$ cat config.mk
export PLATFORM = sky130hd
export DESIGN_NAME = olt_ctrl
export DESIGN_NICKNAME = d
export VERILOG_FILES = /design/src/rtl/olt_pkg.sv /design/src/rtl/olt_ctrl.sv
export SDC_FILE = /design/constraint.sdc
export NUM_CORES = 1
export LEC_CHECK = 0
export BUFFER_PORTS_ARGS = -buffer_cell sky130_fd_sc_hd__buf_4
export CAP_MARGIN = 0
export CORE_UTILIZATION = 40
export DETAILED_ROUTE_END_ITERATION = 8
export GPL_ROUTABILITY_DRIVEN = 0
export PLACE_DENSITY = 0.7
export SETUP_SLACK_MARGIN = 0.1
export SYNTH_ARGS = -nofsm -noshare
export SYNTH_HDL_FRONTEND = slang
export SYNTH_SLANG_ARGS = --single-unit
export TNS_END_PERCENT = 5
$ cat constraint.sdc
create_clock -name clk -period 3.6 [get_ports clk]
set_clock_uncertainty 0.05 [all_clocks]
set_input_delay 0.72 -clock clk [delete_from_list [all_inputs] [get_ports clk]]
set_output_delay 0.72 -clock clk [all_outputs]
set_load 0.01 [all_outputs]
$ cat src/rtl/olt_pkg.sv
// shared types and codes for the ordered line table
package olt_pkg;

  // command codes
  localparam logic [2:0] CMD_INSERT = 3'd0;
  localparam logic [2:0] CMD_DELETE = 3'd1;
  localparam logic [2:0] CMD_RESET  = 3'd2;
  localparam logic [2:0] CMD_FETCH  = 3'd3;
  localparam logic [2:0] CMD_NEXT   = 3'd4;
  localparam logic [2:0] CMD_GOTO   = 3'd5;

  // status codes
  localparam logic [1:0] ST_OK   = 2'd0;
  localparam logic [1:0] ST_FULL = 2'd1;
  localparam logic [1:0] ST_NONE = 2'd2;

  // fixed command and result field widths
  localparam int CMD_W    = 3;
  localparam int STATUS_W = 2;
  localparam int OUT_W    = 16;
  localparam int POS_W    = 6;

  // per-cycle entry update broadcast to every cell
  typedef struct packed {
    logic insert;      // cell at pos loads the key, cells above take the left neighbor
    logic update;      // cell with the equal line takes the new handle
    logic shift_down;  // cells at or above pos take the right neighbor
  } cell_ctl_t;

endpackage

$ cat src/rtl/olt_ctrl.sv
// command sequencer: handshakes, scan timing, cursor and count, result register
module olt_ctrl #(
  parameter int DEPTH       = 32,
  parameter int LINE_BITS   = 16,
  parameter int HANDLE_BITS = 16,
  localparam int CNT_W      = $clog2(DEPTH + 1)
) (
  input  logic                          clk,
  input  logic                          rst,
  // command channel
  input  logic                          cmd_valid,
  output logic                          cmd_ready,
  input  logic [olt_pkg::CMD_W-1:0]     command,
  input  logic [LINE_BITS-1:0]          line_number,
  input  logic [LINE_BITS-1:0]          line_upper,
  input  logic [HANDLE_BITS-1:0]        statement_handle,
  // response channel
  output logic                          rsp_valid,
  input  logic                          rsp_ready,
  output logic [olt_pkg::STATUS_W-1:0]  status,
  output logic [olt_pkg::OUT_W-1:0]     stmt_handle,
  output logic [olt_pkg::OUT_W-1:0]     stmt_line,
  output logic [olt_pkg::POS_W-1:0]     cursor_pos,
  output logic [olt_pkg::POS_W-1:0]     entry_count,
  // broadcast to the cells
  output olt_pkg::cell_ctl_t            ctl,
  output logic [CNT_W-1:0]              pos,
  output logic [CNT_W-1:0]              count,
  output logic [CNT_W-1:0]              cursor,
  output logic [CNT_W-1:0]              pick_idx,
  output logic [LINE_BITS-1:0]          key_line,
  output logic [LINE_BITS-1:0]          key_upper,
  output logic [HANDLE_BITS-1:0]        key_handle,
  // scan result from the top cell
  input  logic [CNT_W-1:0]              p_lt,
  input  logic [CNT_W-1:0]              p_rng,
  input  logic [CNT_W-1:0]              p_before,
  input  logic                          p_eq,
  input  logic [HANDLE_BITS-1:0]        p_eq_handle,
  input  logic                          p_pick,
  input  logic [LINE_BITS-1:0]          p_pick_line,
  input  logic [HANDLE_BITS-1:0]        p_pick_handle
);
  import olt_pkg::*;

  localparam int IDX_W = $clog2(DEPTH);
  localparam logic [IDX_W-1:0] SCAN_LAST = IDX_W'(DEPTH - 1);
  localparam logic [CNT_W-1:0] FULL_CNT  = CNT_W'(DEPTH);
  localparam logic [CNT_W-1:0] ONE       = CNT_W'(1);

  localparam logic [1:0] S_IDLE  = 2'd0;
  localparam logic [1:0] S_SCAN  = 2'd1;
  localparam logic [1:0] S_APPLY = 2'd2;
  localparam logic [1:0] S_SHIFT = 2'd3;

  logic [1:0]          state;
  logic [IDX_W-1:0]    scan_cnt;
  logic [CNT_W-1:0]    shift_left;
  logic [CNT_W-1:0]    del_pos;
  logic [CMD_W-1:0]    cmd_r;

  logic [CNT_W-1:0]    count_next;
  logic [CNT_W-1:0]    cursor_next;
  logic [STATUS_W-1:0] status_next;
  logic [HANDLE_BITS-1:0] sel_handle;
  logic [LINE_BITS-1:0]   sel_line;
  logic                go_shift;

  logic [HANDLE_BITS+OUT_W-1:0] handle_ext;
  logic [LINE_BITS+OUT_W-1:0]   line_ext;
  logic [CNT_W+POS_W-1:0]       cursor_ext;
  logic [CNT_W+POS_W-1:0]       count_ext;

  logic cmd_xfer;
  logic rsp_xfer;

  assign cmd_ready = (state == S_IDLE) && (!rsp_valid || rsp_ready);
  assign cmd_xfer  = cmd_valid && cmd_ready;
  assign rsp_xfer  = rsp_valid && rsp_ready;

  // decide the command from the settled scan result; drive the shift down in the compaction step
  always_comb begin
    ctl         = '0;
    pos         = p_lt;
    count_next  = count;
    cursor_next = cursor;
    status_next = ST_OK;
    sel_handle  = '0;
    sel_line    = '0;
    go_shift    = 1'b0;
    if (state == S_SHIFT) begin
      ctl.shift_down = 1'b1;
      pos            = del_pos;
    end else if (state == S_APPLY) begin
      case (cmd_r)
        CMD_INSERT: begin
          if (p_eq) begin
            ctl.update = 1'b1;
          end else if (count == FULL_CNT) begin
            status_next = ST_FULL;
          end else begin
            ctl.insert = 1'b1;
            count_next = count + ONE;
            if (p_lt <= cursor) begin
              cursor_next = cursor + ONE;
            end
          end
        end
        CMD_DELETE: begin
          count_next  = count - p_rng;
          cursor_next = cursor - p_before;
          go_shift    = (p_rng != '0);
        end
        CMD_RESET: begin
          cursor_next = '0;
        end
        CMD_FETCH, CMD_NEXT: begin
          cursor_next = pick_idx;
          if (p_pick) begin
            sel_handle = p_pick_handle;
            sel_line   = p_pick_line;
          end else begin
            status_next = ST_NONE;
          end
        end
        CMD_GOTO: begin
          if (p_eq) begin
            cursor_next = p_lt;
            sel_handle  = p_eq_handle;
            sel_line    = key_line;
          end else begin
            status_next = ST_NONE;
          end
        end
        default: begin
        end
      endcase
    end
  end

  // zero extend or truncate to the result field widths
  assign handle_ext = {{OUT_W{1'b0}}, sel_handle};
  assign line_ext   = {{OUT_W{1'b0}}, sel_line};
  assign cursor_ext = {{POS_W{1'b0}}, cursor_next};
  assign count_ext  = {{POS_W{1'b0}}, count_next};

  // sequencer and table state
  always_ff @(posedge clk) begin
    if (rst) begin
      state      <= S_IDLE;
      scan_cnt   <= '0;
      shift_left <= '0;
      count      <= '0;
      cursor     <= '0;
      rsp_valid  <= 1'b0;
    end else begin
      if (rsp_xfer) begin
        rsp_valid <= 1'b0;
      end
      case (state)
        S_IDLE: begin
          if (cmd_xfer) begin
            state <= S_SCAN;
          end
        end
        S_SCAN: begin
          if (scan_cnt == SCAN_LAST) begin
            scan_cnt <= '0;
            state    <= S_APPLY;
          end else begin
            scan_cnt <= scan_cnt + IDX_W'(1);
          end
        end
        S_APPLY: begin
          count      <= count_next;
          cursor     <= cursor_next;
          rsp_valid  <= 1'b1;
          shift_left <= p_rng;
          state      <= go_shift ? S_SHIFT : S_IDLE;
        end
        S_SHIFT: begin
          shift_left <= shift_left - ONE;
          if (shift_left == ONE) begin
            state <= S_IDLE;
          end
        end
        default: begin
          state <= S_IDLE;
        end
      endcase
    end
  end

  // command capture and result payload
  always_ff @(posedge clk) begin
    if (cmd_xfer) begin
      cmd_r      <= command;
      key_line   <= line_number;
      key_upper  <= line_upper;
      key_handle <= statement_handle;
      if (command == CMD_NEXT && cursor < count) begin
        pick_idx <= cursor + ONE;
      end else begin
        pick_idx <= cursor;
      end
    end
    if (state == S_APPLY) begin
      del_pos     <= p_lt;
      status      <= status_next;
      stmt_handle <= handle_ext[OUT_W-1:0];
      stmt_line   <= line_ext[OUT_W-1:0];
      cursor_pos  <= cursor_ext[POS_W-1:0];
      entry_count <= count_ext[POS_W-1:0];
    end
  end

  // cursor never passes the end of the table
  a_cursor_in_range: assert property (@(posedge clk) disable iff (rst)
    (cursor <= count) && (count <= FULL_CNT))
    else $error("cursor or count out of range");

  // the scan runs its full length before the result is applied
  a_scan_length: assert property (@(posedge clk) disable iff (rst)
    (state == S_SCAN && scan_cnt != SCAN_LAST) |=> (state == S_SCAN))
    else $error("scan ended early");

  // a response appears only out of the apply step
  a_rsp_from_apply: assert property (@(posedge clk) disable iff (rst)
    $rose(rsp_valid) |-> ($past(state) == S_APPLY))
    else $error("response without apply");

  // compaction never runs with nothing left to remove
  a_shift_nonzero: assert property (@(posedge clk) disable iff (rst)
    (state == S_SHIFT) |-> (shift_left != '0))
    else $error("compaction with zero removals");

  // no command is taken while the table is being worked on
  a_no_overlap: assert property (@(posedge clk) disable iff (rst)
    cmd_xfer |=> (state == S_SCAN) && !ctl.insert && !ctl.shift_down)
    else $error("command overlap");

endmodule

# After elaboration in Yosys (flattened, before gate mapping)
# Cells that the tools add are included.
# op_classes
n_reduce_logical	13
eq_ne	15
mux	42
addsub	6
magnitude_cmp	2
# ops
operator	n
16-bit 2-to-1 mux	4
16-bit case mux with 2 select lines	2
6-bit 2-to-1 mux	10
6-bit case mux with 5 select lines	1
6-bit case mux with 2 select lines	2
2-bit 2-to-1 mux	9
6-bit by 1-bit adder with 6-bit output, second input constant	2
6-bit subtractor	2
1-bit 2-to-1 mux	11
3-bit == test, second input constant	3
2-bit case mux with 4 select lines	1
3-bit by 2-bit == test with 1-bit output, second input constant	2
6-bit by 1-bit == test with 1-bit output, second input constant	1
6-bit == test, second input constant	1
6-bit <= comparator	1
6-bit less-than comparator	1
2-bit case mux with 3 select lines	1
6-bit nonzero test	1
6-bit by 1-bit subtractor with 6-bit output, second input constant	1
5-bit by 1-bit adder with 5-bit output, second input constant	1
5-bit == test, second input constant	1
5-bit 2-to-1 mux	1
2-bit == test, second input constant	2
1-bit logical AND	4
11 further kinds	13
# totals
output_inout_bits	123
word_cells	95
register_bits	135
input_bits	123

# Logic depth before layout (Yosys ltp)
# depth
word_depth	6
depth_mapped	10
depth_no_buf	10

# Worst setup path before layout
# OpenSTA, ideal clock, no wires.
# synth_timing
path_kind	register to register
from	register state[1]
to	register shift_left[5]
path_buffers	2
required_time_ns	3.476
stages_incl_launch_ff	7
setup_time_ns	0.074
t_arrival_ns	2.970
period_less_slack_ns	3.094
setup_slack_ns	0.506
path_cell_list	dfxtp_1 > buf_1 > nand2_1 > inv_1 > clkbuf_1 > a22oi_1 > a21oi_1
# synth_via
elab_chain_cells	2
word_cells_on_any_way	4
classes_between	2 x eq/ne; 1 x mux; 1 x reduce/logical
# synth_lines
item	line	text
from (decl)	olt_ctrl.sv:56	logic [1:0] state;
from (signal assigned)	olt_ctrl.sv:179	state <= go_shift ? S_SHIFT : S_IDLE;
2-bit == test	olt_ctrl.sv:160	case (state)
6-bit case mux with 2 select lines or 2-bit nonzero test (tied branches)	-	
to (signal assigned)	olt_ctrl.sv:178	shift_left <= p_rng;
to (signal assigned)	olt_ctrl.sv:182	shift_left <= shift_left - ONE;
to (decl)	olt_ctrl.sv:58	logic [CNT_W-1:0] shift_left;
# Parallel ways exist; a longest one is shown, timed or not.
# A chain may end at the register's enable or synchronous reset.

# Worst setup path after layout
# layout_timing
from	register state[1]
to	output pos[0]
# layout_via
elab_chain_cells	2
# layout_lines
item	line	text
2-bit == test	olt_ctrl.sv:91	if (state == S_SHIFT) begin
6-bit 2-to-1 mux	olt_ctrl.sv:91	
to (decl)	olt_ctrl.sv:27	output logic [CNT_W-1:0] pos,
# No other way between the ends.

==> impl_metrics.yaml <==
setup_path:
  critPathLaunchType: "flop"
  cpLargestDelayFamily: "buffers and inverters"
  cp.required_ns: 2.83
  critPathCaptureType: "output pin"
  critical_path_class: "reg2out"
  cp_max_fo: 45
  max_stage_delay_ns: 0.66
  timing.critical_path.buf_inv: 2
  crit_arrival_ns: 2.32
  crit_chain: "nand2_2 -> inv_2 -> nand2_1 -> o21ai_0 -> buf_4"
  cp_slowest_cell: "inv_2"
run_status:
  status: "finished, final reports clean"
clock_network:
  cts.path.max_buffers: 2
  cts_tree: "done"
  numCtsBuffers: 17
  clock_sinks: 135
  hold_buffers: 0
  clkLatencyLatePin_ns: 0.42
  cts_setup_buffers: 0
  postCtsResizedCells: 0
  clkTransAtPathRegs_ns: 0.06
  cts_max_level: 4
  cts_root_buf: "clkbuf_16"
sta:
  worst-slew-pin-transition_ns: 0.820
  rsz0062_at_grt: "false"
  fin_ws_ns: 0.514
  final-setup-viol-count: 0
  fin_tns_setup_ns: 0
  fmax_mhz: 324
  fin_crit_sh_pct: 85.7
  slew_viol_final: 0
  min_period_ns: 3.09
  max_slew_margin_pct: 45.3
  finalHoldViolations: 0
logic_synthesis:
  synth-main-ff-cell: "edfxtp_1"
  synthXorXnorAreaFrac_pct: 1.85
  synth_fa_ha_area_share_pct: 5.90
  syn_nets: 744
  synthTopCellsByCount: "109 x edfxtp_1, 63 x nor2_1, 41 x nand2_1, 35 x inv_1"
  synth.top_cell.area_share_pct: 49.5
  synth-seq-cells: 135
  yosysMostFrequentCell: "edfxtp_1"
  yosys_warnings: 0
  yosysSeqAreaShare_pct: 57.4
  synth-compound-area-share_pct: 16.0
  synth_top_area_cell: "edfxtp_1"
  async_reset_ff_share_pct: 0
  synth-simple-area-share_pct: 14.4
  synth_area_leaders: "edfxtp_1 50%, dfxtp_1 7.9%, ha_1 5.3%"
  synth_top_family_by_area: "compound AO/OA/AOI/OAI gates"
  netlist_instances: 591
  synth_area_mm2: 0.00661
  synth-edff-count: 109
  synth_mux_area_share_pct: 0.625
  avgSynthCellArea_um2: 11.2
  synth_cell_types: 73
floorplan:
  initial_utilization_pct: 41.3
  die_area_mm2: 0.0170
  fp.dieW_um: 131
  die_height_um: 131
  io_pins: 246
  rows: 46
  core_area_mm2: 0.0160
min_path:
  worst_hold_path_type: "in2reg"
drt:
  viasPerCell: 5.28
  wl_per_cell_um: 17.4
  drc: 0
  first_pass_iters: 5
  num_vias: 5624
  drtAntennaViolNets: 0
  wl_um: 18500
  drt_iter0_drc: 481
power_and_ir_drop:
  ir_worst_vdd_v: 0.000314
  power.total_mw: 3.85
  power.density_mw_per_mm2: 416
  power.static_leakage_nw: 3.88
global_routing:
  antenna_found_initial: 0
  grt_usage_pct: 21.1
  overflow: 0
  grt_pass1_wl_um: 26800
  grt_pass1_vias: 5045
  grt_max_degree: 59
flow_run:
  maxCapViolCount: 0
finish:
  diodes: 0
  drive_gt1_share_pct: 35.6
  syn_to_final_growth_pct: 40.1
  nets: 989
place:
  pre_cts_ws_ns: 0.704
  io_buffers: 245
  hpwl_um: 13400
## worst register-to-register path, stage by stage (launching register included)
cell      delay (ns)
dfxtp_1         0.54
inv_1           0.16
ha_1            0.34
a211oi_1        0.23
nor2_1          0.10
o32ai_2         0.51
and2_1          0.27
a31oi_1         0.12
o31a_1          0.26
## through the flow
step / util [%] / instance area [µm²] / hold slack (ns) / cells
after global routing: 57.9 / 9260 / 0.405 / 1065
after detailed placement: 54.3 / 8690 / 0.433 / 1033
final: 57.9 / 9260 / 0.425 / 1065
after floorplan: - / 6610 / 0.409 / 591
after global placement: 54.3 / 8690 / 0.429 / 1033
after CTS: 57.9 / 9260 / 0.406 / 1065
## cell families after synthesis
logic type	count (synthesis)
xor+xnor	14
buf+inv	64
mux	4
flops	135
fa+ha+maj	30
simple gates	191
compound gates	153
## metal layers
layer  up-vias  track usage, %  part of all wire [%]
met4         0            8.92                   2.3
li1       2709               -                     -
met5         -               0                     0
met3        28            5.99                   7.4
met2       231            33.2                    48
met1      2656            27.2                    43
## cells in the final DEF, fill, tap and decap left out, types with 16 or more instances in the layout
cell type / n
ha_1: 28
a22oi_1: 34
dfxtp_1: 26
o21ai_0: 22
edfxtp_1: 109
buf_4: 249
clkbuf_16: 17
inv_1: 34
nand2_1: 41
nor2_1: 63
nor3_1: 16
a21oi_1: 34
## area by class of cell
cell class	instances	area (µm²)
fill	1404	6740
sequential	135	3790
multi-input combinational	392	2570
timing repair buffer	251	1910
clock buffer	19	433
tap	216	270
inverter	39	146
clock inverter	13	144
## worst paths after layout
path,from,to,slack [ns],depth (start not counted)
hold reg to reg,scan_cnt[3],scan_cnt[3],0.45,2
setup reg to reg,cursor[3],cursor_pos[2],0.77,8
setup / recovery,state[1],pos[0],0.51,5
hold / removal,line_number[11],key_line[11],0.43,1
## registers in the layout, indices dropped and copies added, names as in the netlist, 6 cells and up
register     flops
cursor_pos       6
key_line        16
key_upper       16
pick_idx         6
key_handle      16
stmt_line       16
entry_count      6
del_pos          6
shift_left       6
cursor           6
count            6
stmt_handle     16
## report_power, final
part | leakage [nW] | switching [mW] | internal, mW
registers | 1.24 | 0.0278 | 1.74
clock network | 0.283 | 0.674 | 1.03
logic | 2.36 | 0.188 | 0.196
total | 3.88 | 0.890 | 2.96
(Power assumes the default switching activity.)
