==> config.mk <==
export PLATFORM = sky130hd
export DESIGN_NAME = olt_cell
export DESIGN_NICKNAME = d
export VERILOG_FILES = /design/src/rtl/olt_pkg.sv /design/src/rtl/olt_cell.sv
export SDC_FILE = /design/constraint.sdc
export NUM_CORES = 1
export LEC_CHECK = 0
export ABC_AREA = 0
export BUFFER_PORTS_ARGS = -buffer_cell sky130_fd_sc_hd__buf_2
export CORE_AREA = 2 2 119 121
export DETAILED_ROUTE_END_ITERATION = 8
export DIE_AREA = 0 0 121 123
export PLACE_DENSITY = 0.76
export SKIP_LAST_GASP = 1
export SYNTH_ARGS = -nofsm -noshare
export SYNTH_HDL_FRONTEND = slang
export SYNTH_SLANG_ARGS = --single-unit
==> constraint.sdc <==
create_clock -name clk -period 9.5 [get_ports clk]
set_clock_uncertainty 0.05 [all_clocks]
set_input_delay 2.85 -clock clk [delete_from_list [all_inputs] [get_ports clk]]
set_output_delay 2.85 -clock clk [all_outputs]
set_load 0.02 [all_outputs]
==> src/rtl/olt_pkg.sv <==
// shared types and codes for the ordered line table
package olt_pkg;

  // command codes
  localparam logic [2:0] CMD_INSERT = 3'd0;
  localparam logic [2:0] CMD_DELETE = 3'd1;
  localparam logic [2:0] CMD_RESET  = 3'd2;
  localparam logic [2:0] CMD_FETCH  = 3'd3;
  localparam logic [2:0] CMD_NEXT   = 3'd4;
  localparam logic [2:0] CMD_GOTO   = 3'd5;

  // status codes
  localparam logic [1:0] ST_OK   = 2'd0;
  localparam logic [1:0] ST_FULL = 2'd1;
  localparam logic [1:0] ST_NONE = 2'd2;

  // fixed command and result field widths
  localparam int CMD_W    = 3;
  localparam int STATUS_W = 2;
  localparam int OUT_W    = 16;
  localparam int POS_W    = 6;

  // per-cycle entry update broadcast to every cell
  typedef struct packed {
    logic insert;      // cell at pos loads the key, cells above take the left neighbor
    logic update;      // cell with the equal line takes the new handle
    logic shift_down;  // cells at or above pos take the right neighbor
  } cell_ctl_t;

endpackage

==> src/rtl/olt_cell.sv <==
// one table cell: an entry, its local compares and one stage of the scan chain
module olt_cell #(
  parameter int DEPTH       = 32,
  parameter int LINE_BITS   = 16,
  parameter int HANDLE_BITS = 16,
  parameter int INDEX       = 0,
  localparam int CNT_W      = $clog2(DEPTH + 1)
) (
  input  logic                   clk,
  input  olt_pkg::cell_ctl_t     ctl,
  input  logic [CNT_W-1:0]       pos,
  input  logic [CNT_W-1:0]       count,
  input  logic [CNT_W-1:0]       cursor,
  input  logic [CNT_W-1:0]       pick_idx,
  input  logic [LINE_BITS-1:0]   key_line,
  input  logic [LINE_BITS-1:0]   key_upper,
  input  logic [HANDLE_BITS-1:0] key_handle,
  // neighbor entries
  input  logic [LINE_BITS-1:0]   left_line,
  input  logic [HANDLE_BITS-1:0] left_handle,
  input  logic [LINE_BITS-1:0]   right_line,
  input  logic [HANDLE_BITS-1:0] right_handle,
  output logic [LINE_BITS-1:0]   line,
  output logic [HANDLE_BITS-1:0] handle,
  // scan chain from the lower neighbor
  input  logic [CNT_W-1:0]       in_lt,
  input  logic [CNT_W-1:0]       in_rng,
  input  logic [CNT_W-1:0]       in_before,
  input  logic                   in_eq,
  input  logic [HANDLE_BITS-1:0] in_eq_handle,
  input  logic                   in_pick,
  input  logic [LINE_BITS-1:0]   in_pick_line,
  input  logic [HANDLE_BITS-1:0] in_pick_handle,
  // scan chain to the upper neighbor
  output logic [CNT_W-1:0]       out_lt,
  output logic [CNT_W-1:0]       out_rng,
  output logic [CNT_W-1:0]       out_before,
  output logic                   out_eq,
  output logic [HANDLE_BITS-1:0] out_eq_handle,
  output logic                   out_pick,
  output logic [LINE_BITS-1:0]   out_pick_line,
  output logic [HANDLE_BITS-1:0] out_pick_handle
);
  import olt_pkg::*;

  localparam logic [CNT_W-1:0] IDX = CNT_W'(INDEX);

  logic valid;
  logic is_lt;
  logic is_eq;
  logic is_rng;
  logic is_before;
  logic is_pick;

  // local compares against the broadcast key
  always_comb begin
    valid     = (IDX < count);
    is_lt     = valid && (line < key_line);
    is_eq     = valid && (line == key_line);
    is_rng    = valid && (line >= key_line) && (line <= key_upper);
    is_before = is_rng && (IDX < cursor);
    is_pick   = valid && (IDX == pick_idx);
  end

  // scan stage: fold this entry into the packet from below
  always_ff @(posedge clk) begin
    out_lt          <= in_lt + CNT_W'(is_lt);
    out_rng         <= in_rng + CNT_W'(is_rng);
    out_before      <= in_before + CNT_W'(is_before);
    out_eq          <= in_eq | is_eq;
    out_eq_handle   <= is_eq ? handle : in_eq_handle;
    out_pick        <= in_pick | is_pick;
    out_pick_line   <= is_pick ? line : in_pick_line;
    out_pick_handle <= is_pick ? handle : in_pick_handle;
  end

  // entry update: insert shift up, handle replace, delete shift down
  always_ff @(posedge clk) begin
    if (ctl.insert) begin
      if (IDX == pos) begin
        line   <= key_line;
        handle <= key_handle;
      end else if (IDX > pos) begin
        line   <= left_line;
        handle <= left_handle;
      end
    end else if (ctl.update) begin
      if (is_eq) begin
        handle <= key_handle;
      end
    end else if (ctl.shift_down) begin
      if (IDX >= pos) begin
        line   <= right_line;
        handle <= right_handle;
      end
    end
  end

endmodule

### Word-level counts from Yosys, hierarchy flattened

Cells that the tools add are included.
W data, S select, Z words.

* output and inout port bits: 100
* input bits: 208
* logic and storage cells: 56
* flip-flop bits (word level): 100

* multiplexer cells: 16
* equal/unequal tests: 4
* bitwise logic cells: 2
* magnitude comparators: 7
* add/sub/neg operators: 3
* reductions and logical operators: 14

Operator list (count)
* $mux W16: 16
* $add A6 B1 Y6: 3
* $eq A16 B16 Y1: 1
* $ge A16 B16 Y1: 1
* $le A16 B16 Y1: 1
* $lt A16 B16 Y1: 1
* $logic_not A6 Y1: 2
* $lt A1 B6 Y1 const A: 2
* $reduce_and A4 Y1: 2
* $ge A1 B6 Y1 const A: 1
* $gt A1 B6 Y1 const A: 1
* $logic_and A1 B1 Y1: 6
* $ne A3 B1 Y1 const B: 2
* $reduce_bool A3 Y1: 2
* $reduce_bool A2 Y1: 2
* $ne A2 B1 Y1 const B: 1
* $or A1 B1 Y1: 2

### Depth between registers and ports, before layout

Gate-level depths: netlist of the first run.

* depth after elaboration: 5
* mapped depth: 12
* gate-level depth less buffers: 12

### Worst setup path after synthesis of the first run

Ideal clock, no wire load.

* kind: in2reg
* start: input port key_line[15]
* end: register handle[0] (enable)
* stages on the path: 8
* required time: 9.055 ns
* slack: 4.167 ns
* data arrival time: 4.888 ns
* path through: inv_1 ha_1 nand4_1 nor4_1 nand2b_1 buf_6 buf_12 o22ai_1

* word-level cells in the longest chain between the ends: 4

Ends and longest elaborated chain
* start, declared: RTL line olt_cell.sv:15 `input logic [LINE_BITS-1:0] key_line,`
* $eq A16 B16 Y1: RTL line olt_cell.sv:59 `is_eq = valid && (line == key_line);`
* $logic_and A1 B1 Y1: RTL line olt_cell.sv:59
* $ne A3 B1 Y1 (no line)
* $reduce_and A4 Y1 (no line)
* end signal, assigned: RTL line olt_cell.sv:82 `handle <= key_handle;`
* end signal, assigned: RTL line olt_cell.sv:85 `handle <= left_handle;`
* end signal, assigned: RTL line olt_cell.sv:89 `handle <= key_handle;`
* end, declared: RTL line olt_cell.sv:24 `output logic [HANDLE_BITS-1:0] handle,`

Every way passes these cells.
A chain may end at the register's enable or synchronous reset.

### Worst setup path after layout of the first run

* start: input port key_upper[13]
* end: register out_rng[4]

* word-level cells in the longest chain between the ends: 3

Ends and longest elaborated chain
* start, declared: RTL line olt_cell.sv:16 `input logic [LINE_BITS-1:0] key_upper,`
* $le A16 B16 Y1: RTL line olt_cell.sv:60 `is_rng = valid && (line >= key_line) && (line <= key_upper);`
* $logic_and A1 B1 Y1: RTL line olt_cell.sv:60
* $add A6 B1 Y6: RTL line olt_cell.sv:68 `out_rng <= in_rng + CNT_W'(is_rng);`
* end signal, assigned: RTL line olt_cell.sv:68
* end, declared: RTL line olt_cell.sv:36 `output logic [CNT_W-1:0] out_rng,`

Every way passes these cells.

==> metrics.csv, run 1 <==
metric;value;unit
crit start category;input pin;
Worst-Margin Slew;1.11;ns
Die Width;121;um
Max Fanout on Critical Path;4;
wire per inst;16.1;um
HPWL after DPL;12400;um
placed inst area;6620;um2
FF-to-FF setup slack;6.37;ns
Routed Wire Length;15500;um
diode count;0;
critical path endpoint category;flop;
worst hold path depth;1;
maximum clock path buffer count;2;
Die H;123;um
GP Congestion;0.868;
max cap viols;0;
Post-Layout Inst Area;6930;um2
CTS tree;done;
crit path cell chain;buf_2 -> inv_1 -> ha_1 -> nand4_1 -> nor4_1 -> or4b_2 -> a21boi_0 -> ha_1 -> ha_1 -> nand3_1 -> xnor2_1;
number of nets in the layout;1027;
fin. max-slew vios;0;
Hold Startpoint;handle[10];
via count;4679;
Synth Area per Inst;10.3;um2
Slowest-stage cell, CP;or4b_2;
PostCTS Resize Cnt;0;
total power;1.01;mW
synth unique cells;40;
status;finished, final reports clean;
critical path arrival;5.36;ns
min cycle time layout;5.18;ns
Leak;3.42;nW
hold worst-path end;out_eq_handle[10];
Mapped Area;4940;um2
clk root buf;clkbuf_16;
Initial Utilization;36.3;%
clock sink count;100;
largest net degree at the start of global routing;67;
dpl ws;4.01;ns
Final ANT Viol Nets;0;
CTS H-tree lvls;3;
f_max;0.193;GHz
IO buf count;307;
dpl cells;950;
post-synthesis cell count;479;
worst hold path class;flop to flop;
Initial DRC Count;186;
final worst slack;4.32;ns
final-report setup violation count;0;
CP top delay family;simple AND/OR/NAND/NOR gates;
post-route clock period utilization;54.5;%
Worst Path Buf+Inv;2;
Async S/R FF share, synth;0;%
DR pass1 iterations;4;
total core area;13600;um2
post-route insts no fill;966;
Syn Nets;725;
antenna violations before repair;0;
Final Hold Viols;0;
Peak supply drop;0.0666;mV
power per cell area;146;nW/um2
CP required;9.68;ns
post-synthesis register bit count;100;
Reg clk slew, reported paths;0.07;ns
Min Hold Slack;0.509;ns
r2r worst-path depth;9;
vias in the first global route;4449;
Seq/Total Area, Yosys;47.0;%
Ys Warns;0;
FF-to-FF End;out_rng[4];
die area;14900;um2
fin util;50.9;%
Slew HR;26.3;%
Post-CTS Repair Setup Buffers;0;
top_reg_cell synth;dfxtp_1;
Most common cell on crit path;ha_1;
drt drc;0;
Post-synth EDFFs;32;
Area Overhead vs Synth;40.4;%
clk_lat worst skew;0.34;ns
row count;43;
# IOs;308;
GRT Overall Usage;19.5;%
r2r startpoint;line[14];
cts-stage hold buffer count;0;
first-pass GRT wire length;21900;um
CP max stage delay;0.65;ns
Setup TNS;0;ns
CTS Buf Count;9;
vias per cell;4.84;
GRT overflow;0;
layout cells sized above 1;48.7;%
RSZ-0062 raised after global routing;false;
CP Class;input pin to flop;
[worst max path at each step]
| stage | from | end | cells past startpoint |
|---|---|---|---|
| floorplan | key_line[15] | handle[0] | 8 |
| global placement | key_upper[13] | out_rng[4] | 11 |
| detailed placement | key_upper[13] | out_rng[4] | 11 |
| CTS | key_upper[13] | out_rng[4] | 11 |
| global route | key_upper[13] | out_rng[4] | 11 |
| finish | key_upper[13] | out_rng[4] | 11 |
[area by class of cell]
| class | count | area, um2 |
|---|---|---|
| tap | 180 | 225 |
| multi-input combinational | 324 | 2360 |
| clock buffer | 9 | 225 |
| clock inverter | 7 | 92.6 |
| inverter | 33 | 124 |
| fill | 1270 | 6680 |
| timing repair buffer | 313 | 1580 |
| sequential | 100 | 2320 |
[registers in the layout, indices dropped and copies added, names as in the netlist]
signal,count
handle,16
line,16
out_eq_handle,16
out_pick_handle,16
out_pick_line,16
out_before,6
out_lt,6
out_rng,6
out_eq,1
out_pick,1
[synthesized netlist by cell type (2+ instances only)]
cell type	instances	area [um2]
a211oi_1	16	120
a21oi_1	16	80.1
a31oi_1	32	200
and3_1	4	25.0
buf_1	2	7.51
buf_6	4	45.0
clkbuf_1	15	56.3
dfxtp_1	68	1360
edfxtp_1	32	961
ha_1	38	475
inv_1	33	124
mux2_2	40	450
mux2_4	8	120
nand2_1	72	270
nand2b_1	3	18.8
nand3_1	10	50.1
nand4_1	6	37.5
nor2_1	23	86.3
nor2b_1	18	113
nor3_1	2	10.0
nor4_1	3	18.8
o21ai_0	5	25.0
or4_1	2	15.0
xnor2_1	7	61.3
xor2_1	5	43.8
[cell usage in the layout (no fill, tap or decap), types with 16 or more instances in the layout]
master      n
mux2_2     40
ha_1       38
a21oi_1    16
a211oi_1   16
nand2_1    72
dfxtp_1    68
buf_2     307
a31oi_1    32
nor2b_1    18
inv_1      33
nor2_1     23
edfxtp_1   32
[cells by family after synthesis]
group           share of synthesized area [%]
simple gates                             14.6
fa+ha+maj                                9.63
mux                                      11.6
compound gates                           9.91
xor+xnor                                 2.13
buf+inv                                  5.12
flops                                    47.0
[layer usage]
metal	global-route usage (%)	vias to the layer above	part of all wire, %
met2	33.5	182	50
met3	3.87	25	6.2
met4	7.92	0	2.4
met1	23.9	2169	42
li1	-	2303	-
met5	0	-	0
[where the power goes]
part	switching (mW)	leakage (nW)	internal (mW)
combinational	0.0825	2.39	0.0747
clock	0.174	0.157	0.212
sequential	0.00578	0.870	0.461
total	0.263	3.42	0.748
No activity file was read; power rests on OpenSTA's default activity.
==> inputs of run 2 (changes only) <==
- ABC_AREA: 0 -> 1
- CORE_AREA: 2 2 119 121 -> 2 2 120 122
- DIE_AREA: 0 0 121 123 -> 0 0 122 124
- PLACE_DENSITY: 0.76 -> 0.75
- clock period: 9.5 -> 4.8 ns (I/O delays scaled with it)
==> metrics.csv, run 2 <==
metric;value;unit;change
Routed Wire Length;15900;um;+2.3%
Final Hold Viols;0;;unchanged
CTS Buf Count;9;;unchanged
Initial DRC Count;274;;+47%
diode count;0;;unchanged
RSZ-0062 raised after global routing;false;;
fin. max-slew vios;0;;unchanged
final-report setup violation count;0;;unchanged
die area;15100;um2;+1.6%
Post-synth EDFFs;32;;unchanged
CP Class;input pin to flop;;
DR pass1 iterations;5;;+1
IO buf count;307;;unchanged
wire per inst;15.0;um;-6.6%
Most common cell on crit path;nand2_1;;
Worst-Margin Slew;1.06;ns;-0.0465 ns
Seq/Total Area, Yosys;46.3;%;-0.76 points
via count;4953;;+5.9%
area used by multi-input combinational logic;2280;um2;-3.5%
post-route clock period utilization;65.8;%;
post-synthesis cell count;575;;+20%
PostCTS Resize Cnt;0;;unchanged
max cap viols;0;;unchanged
clk_lat worst skew;0.35;ns;about the same
Slowest-stage cell, CP;ha_1;;
antenna violations before repair;0;;unchanged
# IOs;308;;unchanged
Setup TNS;0;ns;unchanged
fin util;51.0;%;about the same
Ys Warns;0;;unchanged
GRT overflow;0;;unchanged
Post-Layout Inst Area;6990;um2;+0.83%
final worst slack;1.64;ns;-2.68 ns
Leak;3.71;nW;+8.6%
drt drc;0;;unchanged
Die Width;122;um;+0.83%
critical path endpoint category;flop;;
min cycle time layout;3.16;ns;
post-synthesis register bit count;100;;unchanged
clk root buf;clkbuf_16;;
number of nets in the layout;1119;;+9.0%
Synth Area per Inst;8.73;um2;-15%
layout cells sized above 1;39.9;%;-8.9 points
Mapped Area;5020;um2;+1.6%
dpl ws;1.29;ns;-2.71 ns
critical path arrival;3.39;ns;-1.97 ns
Reg area;2320;um2;unchanged
f_max;0.317;GHz;
GRT Overall Usage;20.2;%;+0.76 points
top cells by count, synth;nand2_1, inv_1, dfxtp_1;;
largest net degree at the start of global routing;51;;-24%
Syn Nets;821;;+13%
HPWL after DPL;12800;um;+3.6%
Async S/R FF share, synth;0;%;unchanged
vias per cell;4.68;;-3.3%
CP required;5.03;ns;-4.65 ns
Worst Path Buf+Inv;3;;+1
Synth area leaders;dfxtp_1, edfxtp_1, ha_1, nand2_1, inv_1;;
CTS tree;done;;
most common cell after layout, fill and taps aside;buf_2;;
status;finished, final reports clean;;
total of fill cells in the finished design;1356;;+6.8%
CP max stage delay;0.30;ns;-0.35 ns
synth unique cells;32;;-20%
maximum clock path buffer count;2;;unchanged
top-area cell type share of the netlist area;27.1;%;-0.45 points
Die H;124;um;+0.81%
clock sink count;100;;unchanged
Area Overhead vs Synth;39.3;%;
top_reg_cell synth;dfxtp_1;;
CP top delay family;simple AND/OR/NAND/NOR gates;;
most frequent cells in the layout;buf_2, nand2_1, inv_1;;
Peak supply drop;0.162;mV;+140%
Initial Utilization;36.6;%;+0.31 points
first-pass GRT wire length;23300;um;+6.3%
Slew HR;29.3;%;+3.0 points
crit path cell chain;buf_2 -> inv_1 -> ha_1 -> nand2_1 -> inv_1 -> nand3_1 -> nor2_2 -> nand2_1 -> nand3_1 -> nand2_1 -> nand2_1 -> nand2_1 -> nor2_1 -> ha_1 -> nand3_1 -> nor3_1 -> xor2_1;;
Max Fanout on Critical Path;2;;-2
power per cell area;289;nW/um2;+98%
CTS H-tree lvls;3;;unchanged
cts-stage hold buffer count;0;;unchanged
GP Congestion;0.900;;+3.7%
cell accounting for the most synthesized area;dfxtp_1;;
worst hold path class;flop to flop;;
vias in the first global route;4656;;+4.7%
crit start category;input pin;;
Reg clk slew, reported paths;0.08;ns;about the same
most instantiated library cell after synthesis;nand2_1;;
placed inst area;6670;um2;+0.79%
total core area;13700;um2;+0.79%
Final ANT Viol Nets;0;;unchanged
row count;43;;unchanged
Post-CTS Repair Setup Buffers;0;;unchanged
total power;2.02;mW;+100%
[run 2: path summary, 6_finish.rpt]
| kind | start | to | slack (ns) | cells past startpoint |
|---|---|---|---|---|
| max | key_line[7] | out_before[5] | 1.64 | 17 |
| min | handle[8] | out_eq_handle[8] | 0.49 | 2 |
| max reg2reg | line[15] | out_before[5] | 2.32 | 15 |
| min reg2reg | handle[8] | out_eq_handle[8] | 0.49 | 2 |
[run 2: logic make-up (layout without fill, tap and decap cells)]
| group | count (synthesis) | after routing | synth area share (%) |
|---|---|---|---|
| flops | 100 | 100 | 46.3 |
| buf+inv | 98 | 401 | 8.40 |
| fa+ha+maj | 38 | 38 | 9.47 |
| xor+xnor | 12 | 12 | 2.09 |
| mux | 15 | 15 | 4.49 |
| simple gates | 196 | 196 | 16.7 |
| compound gates | 116 | 116 | 12.6 |
[run 2: area by class of cell]
type                            instances  share of cell area [%]
Tap cell                              180                    3.22
Inverter                               75                    4.03
Clock inverter                          7                    1.40
Sequential cell                       100                    33.2
Clock buffer                            9                    3.22
Multi-Input combinational cell        377                    32.6
Timing Repair Buffer                  310                    22.3
[run 2: stage by stage]
step,cells,hold WS (ns)
floorplan,575,0.608
global placement,1042,0.488
detailed placement,1042,0.483
CTS,1058,0.499
global route,1058,0.545
finish,1058,0.494
[run 2: tightest hold or removal path: stages (launching register included)]
cell and delay [ns]:
edfxtp_1 0.35, inv_1 0.05, o21ai_1 0.11
[run 2: where the power goes]
part,internal [mW],switching [mW],total [mW]
logic,0.142,0.173,0.315
registers,0.913,0.0107,0.924
clock network,0.424,0.359,0.783
[run 2: per-layer routing]
metal	up-vias	track usage (%)	wire [um]
li1	2507	-	-
met1	2190	25.8	6810
met2	229	33.7	7530
met3	27	4.40	1150
met4	0	7.54	376
met5	-	0	0
==> inputs of run 3 (changes only) <==
- clock period: 4.8 -> 3.07 ns (I/O delays scaled with it)
==> metrics.csv, run 3 (same netlist as run 2, synthesis figures left out) <==
metric;value;unit;change
status;finished, final reports clean;;
die area;15100;um2;unchanged
Slew HR;31.7;%;+2.4 points
Die Width;122;um;unchanged
Die H;124;um;unchanged
GRT met2 Usage;34.2;%;+0.49 points
Final Hold Viols;0;;unchanged
hold worst-path end;out_eq_handle[6];;
IO buf count;307;;unchanged
max cap viols;0;;unchanged
CTS H-tree lvls;3;;unchanged
most common cell after layout, fill and taps aside;buf_2;;
GRT overflow;0;;unchanged
wire per inst;14.7;um;-1.8%
drt drc;0;;unchanged
Post-CTS Repair Setup Buffers;0;;unchanged
HPWL after DPL;12800;um;-0.19%
clk_lat worst skew;0.35;ns;about the same
most frequent cells in the layout;buf_2, nand2_1, inv_1;;
Peak supply drop;0.220;mV;+36%
worst hold path class;flop to flop;;
Leak;3.72;nW;+0.32%
Final ANT Viol Nets;0;;unchanged
r2r worst-path depth;15;;unchanged
maximum clock path buffer count;2;;unchanged
Initial DRC Count;234;;-15%
CP required;3.26;ns;-1.77 ns
layout cells sized above 1;40.3;%;+0.41 points
worst hold path depth;2;;unchanged
vias per cell;4.64;;-0.97%
FF-to-FF End;out_before[4];;
critical path arrival;2.89;ns;-0.50 ns
final-report setup violation count;0;;unchanged
CTS Buf Count;9;;unchanged
antenna violations before repair;0;;unchanged
via count;4933;;-0.40%
Hold Startpoint;handle[6];;
total core area;13700;um2;unchanged
Area Overhead vs Synth;39.5;%;
Setup TNS;0;ns;unchanged
post-route clock period utilization;88.1;%;
PostCTS Resize Cnt;0;;unchanged
diode count;0;;unchanged
power per cell area;435;nW/um2;+51%
row count;43;;unchanged
cts-stage hold buffer count;0;;unchanged
r2r startpoint;line[15];;
critical path endpoint category;flop;;
CP Class;input pin to flop;;
GRT Overall Usage;20.2;%;-0.076 points
fin. max-slew vios;0;;unchanged
crit start category;input pin;;
f_max;0.370;GHz;
DR pass1 iterations;5;;unchanged
min cycle time layout;2.70;ns;
Worst-Margin Slew;1.02;ns;-0.0364 ns
dpl cells;1048;;+0.58%
post-route insts no fill;1064;;+0.57%
GP Congestion;0.852;;-5.3%
Initial Utilization;36.6;%;unchanged
FF-to-FF setup slack;0.47;ns;-1.85 ns
met1 Usage GRT;25.3;%;-0.49 points
GR Util met3;3.71;%;-0.69 points
clk root buf;clkbuf_16;;
Reg clk slew, reported paths;0.07;ns;about the same
CTS tree;done;;
# IOs;308;;unchanged
Max Fanout on Critical Path;2;;unchanged
gr busiest metal;met2;;
largest net degree at the start of global routing;34;;-33%
clock sink count;100;;unchanged
RSZ-0062 raised after global routing;false;;
Routed Wire Length;15700;um;-1.2%
vias in the first global route;4593;;-1.4%
first-pass GRT wire length;23000;um;-1.2%
total of fill cells in the finished design;1327;;-2.1%
total power;3.05;mW;+51%
number of nets in the layout;1125;;+0.54%
[run 3: changes by cell type in the layout (fill, tap and decap cells not counted), sizes merged]
cell    before  now
clkinv       3    5
inv         78   77
bufinv       1    0
buf        310  316
[run 3: power by group]
group	internal, mW	switching (mW)
sequential	1.43	0.0173
clock	0.569	0.544
combinational	0.224	0.265
total	2.22	0.827
[run 3: metrics by stage]
step | hold WS, ns | cell area [um2] | util (%) | setup slack (ns)
finish | 0.483 | 7000 | 51.0 | 0.366
global route | 0.530 | 7000 | 51.0 | 0.171
CTS | 0.487 | 7000 | 51.0 | 0.358
detailed placement | 0.472 | 6710 | 48.9 | 0.00730
global placement | 0.468 | 6710 | 48.9 | 0.105
floorplan | 0.608 | 5020 | - | 0.151
[run 3: worst max-delay path by stage]
stage	startpoint	endpoint	slack, ns	depth (start not counted)
floorplan	key_line[15]	handle[0]	0.15	8
global placement	key_line[15]	out_lt[4]	0.11	15
detailed placement	key_line[15]	out_before[4]	0.007	17
CTS	key_line[15]	out_before[4]	0.36	17
global route	key_line[15]	out_lt[5]	0.17	15
finish	key_line[15]	out_before[4]	0.37	17
[run 3: critical path: stages]
cell and delay [ns]:
buf_2 0.09, inv_1 0.04, ha_1 0.28, nand2_1 0.08, nor2_2 0.13, nand2_1 0.09
nor2_2 0.11, nand2_1 0.06, nand3_1 0.16, nand2_1 0.08, nand2_1 0.06, nand2_1 0.08
nor2_1 0.11, ha_1 0.18, ha_1 0.18, nand3_1 0.10, xor2_1 0.15
[run 3: routing by layer]
layer  routed length (um)  part of all wire, %
met1                 6820                   44
met2                 7500                   48
met3                  983                  6.3
met4                  365                  2.3
met5                    0                    0
[run 3: area by class of cell]
cell class	instances	area [um2]	area share, %
inverter	75	282	4.02
clock buffer	9	225	3.22
tap	180	225	3.22
timing repair buffer	316	1600	22.9
multi-input combinational	377	2280	32.6
clock inverter	7	65.1	0.929
sequential	100	2320	33.2
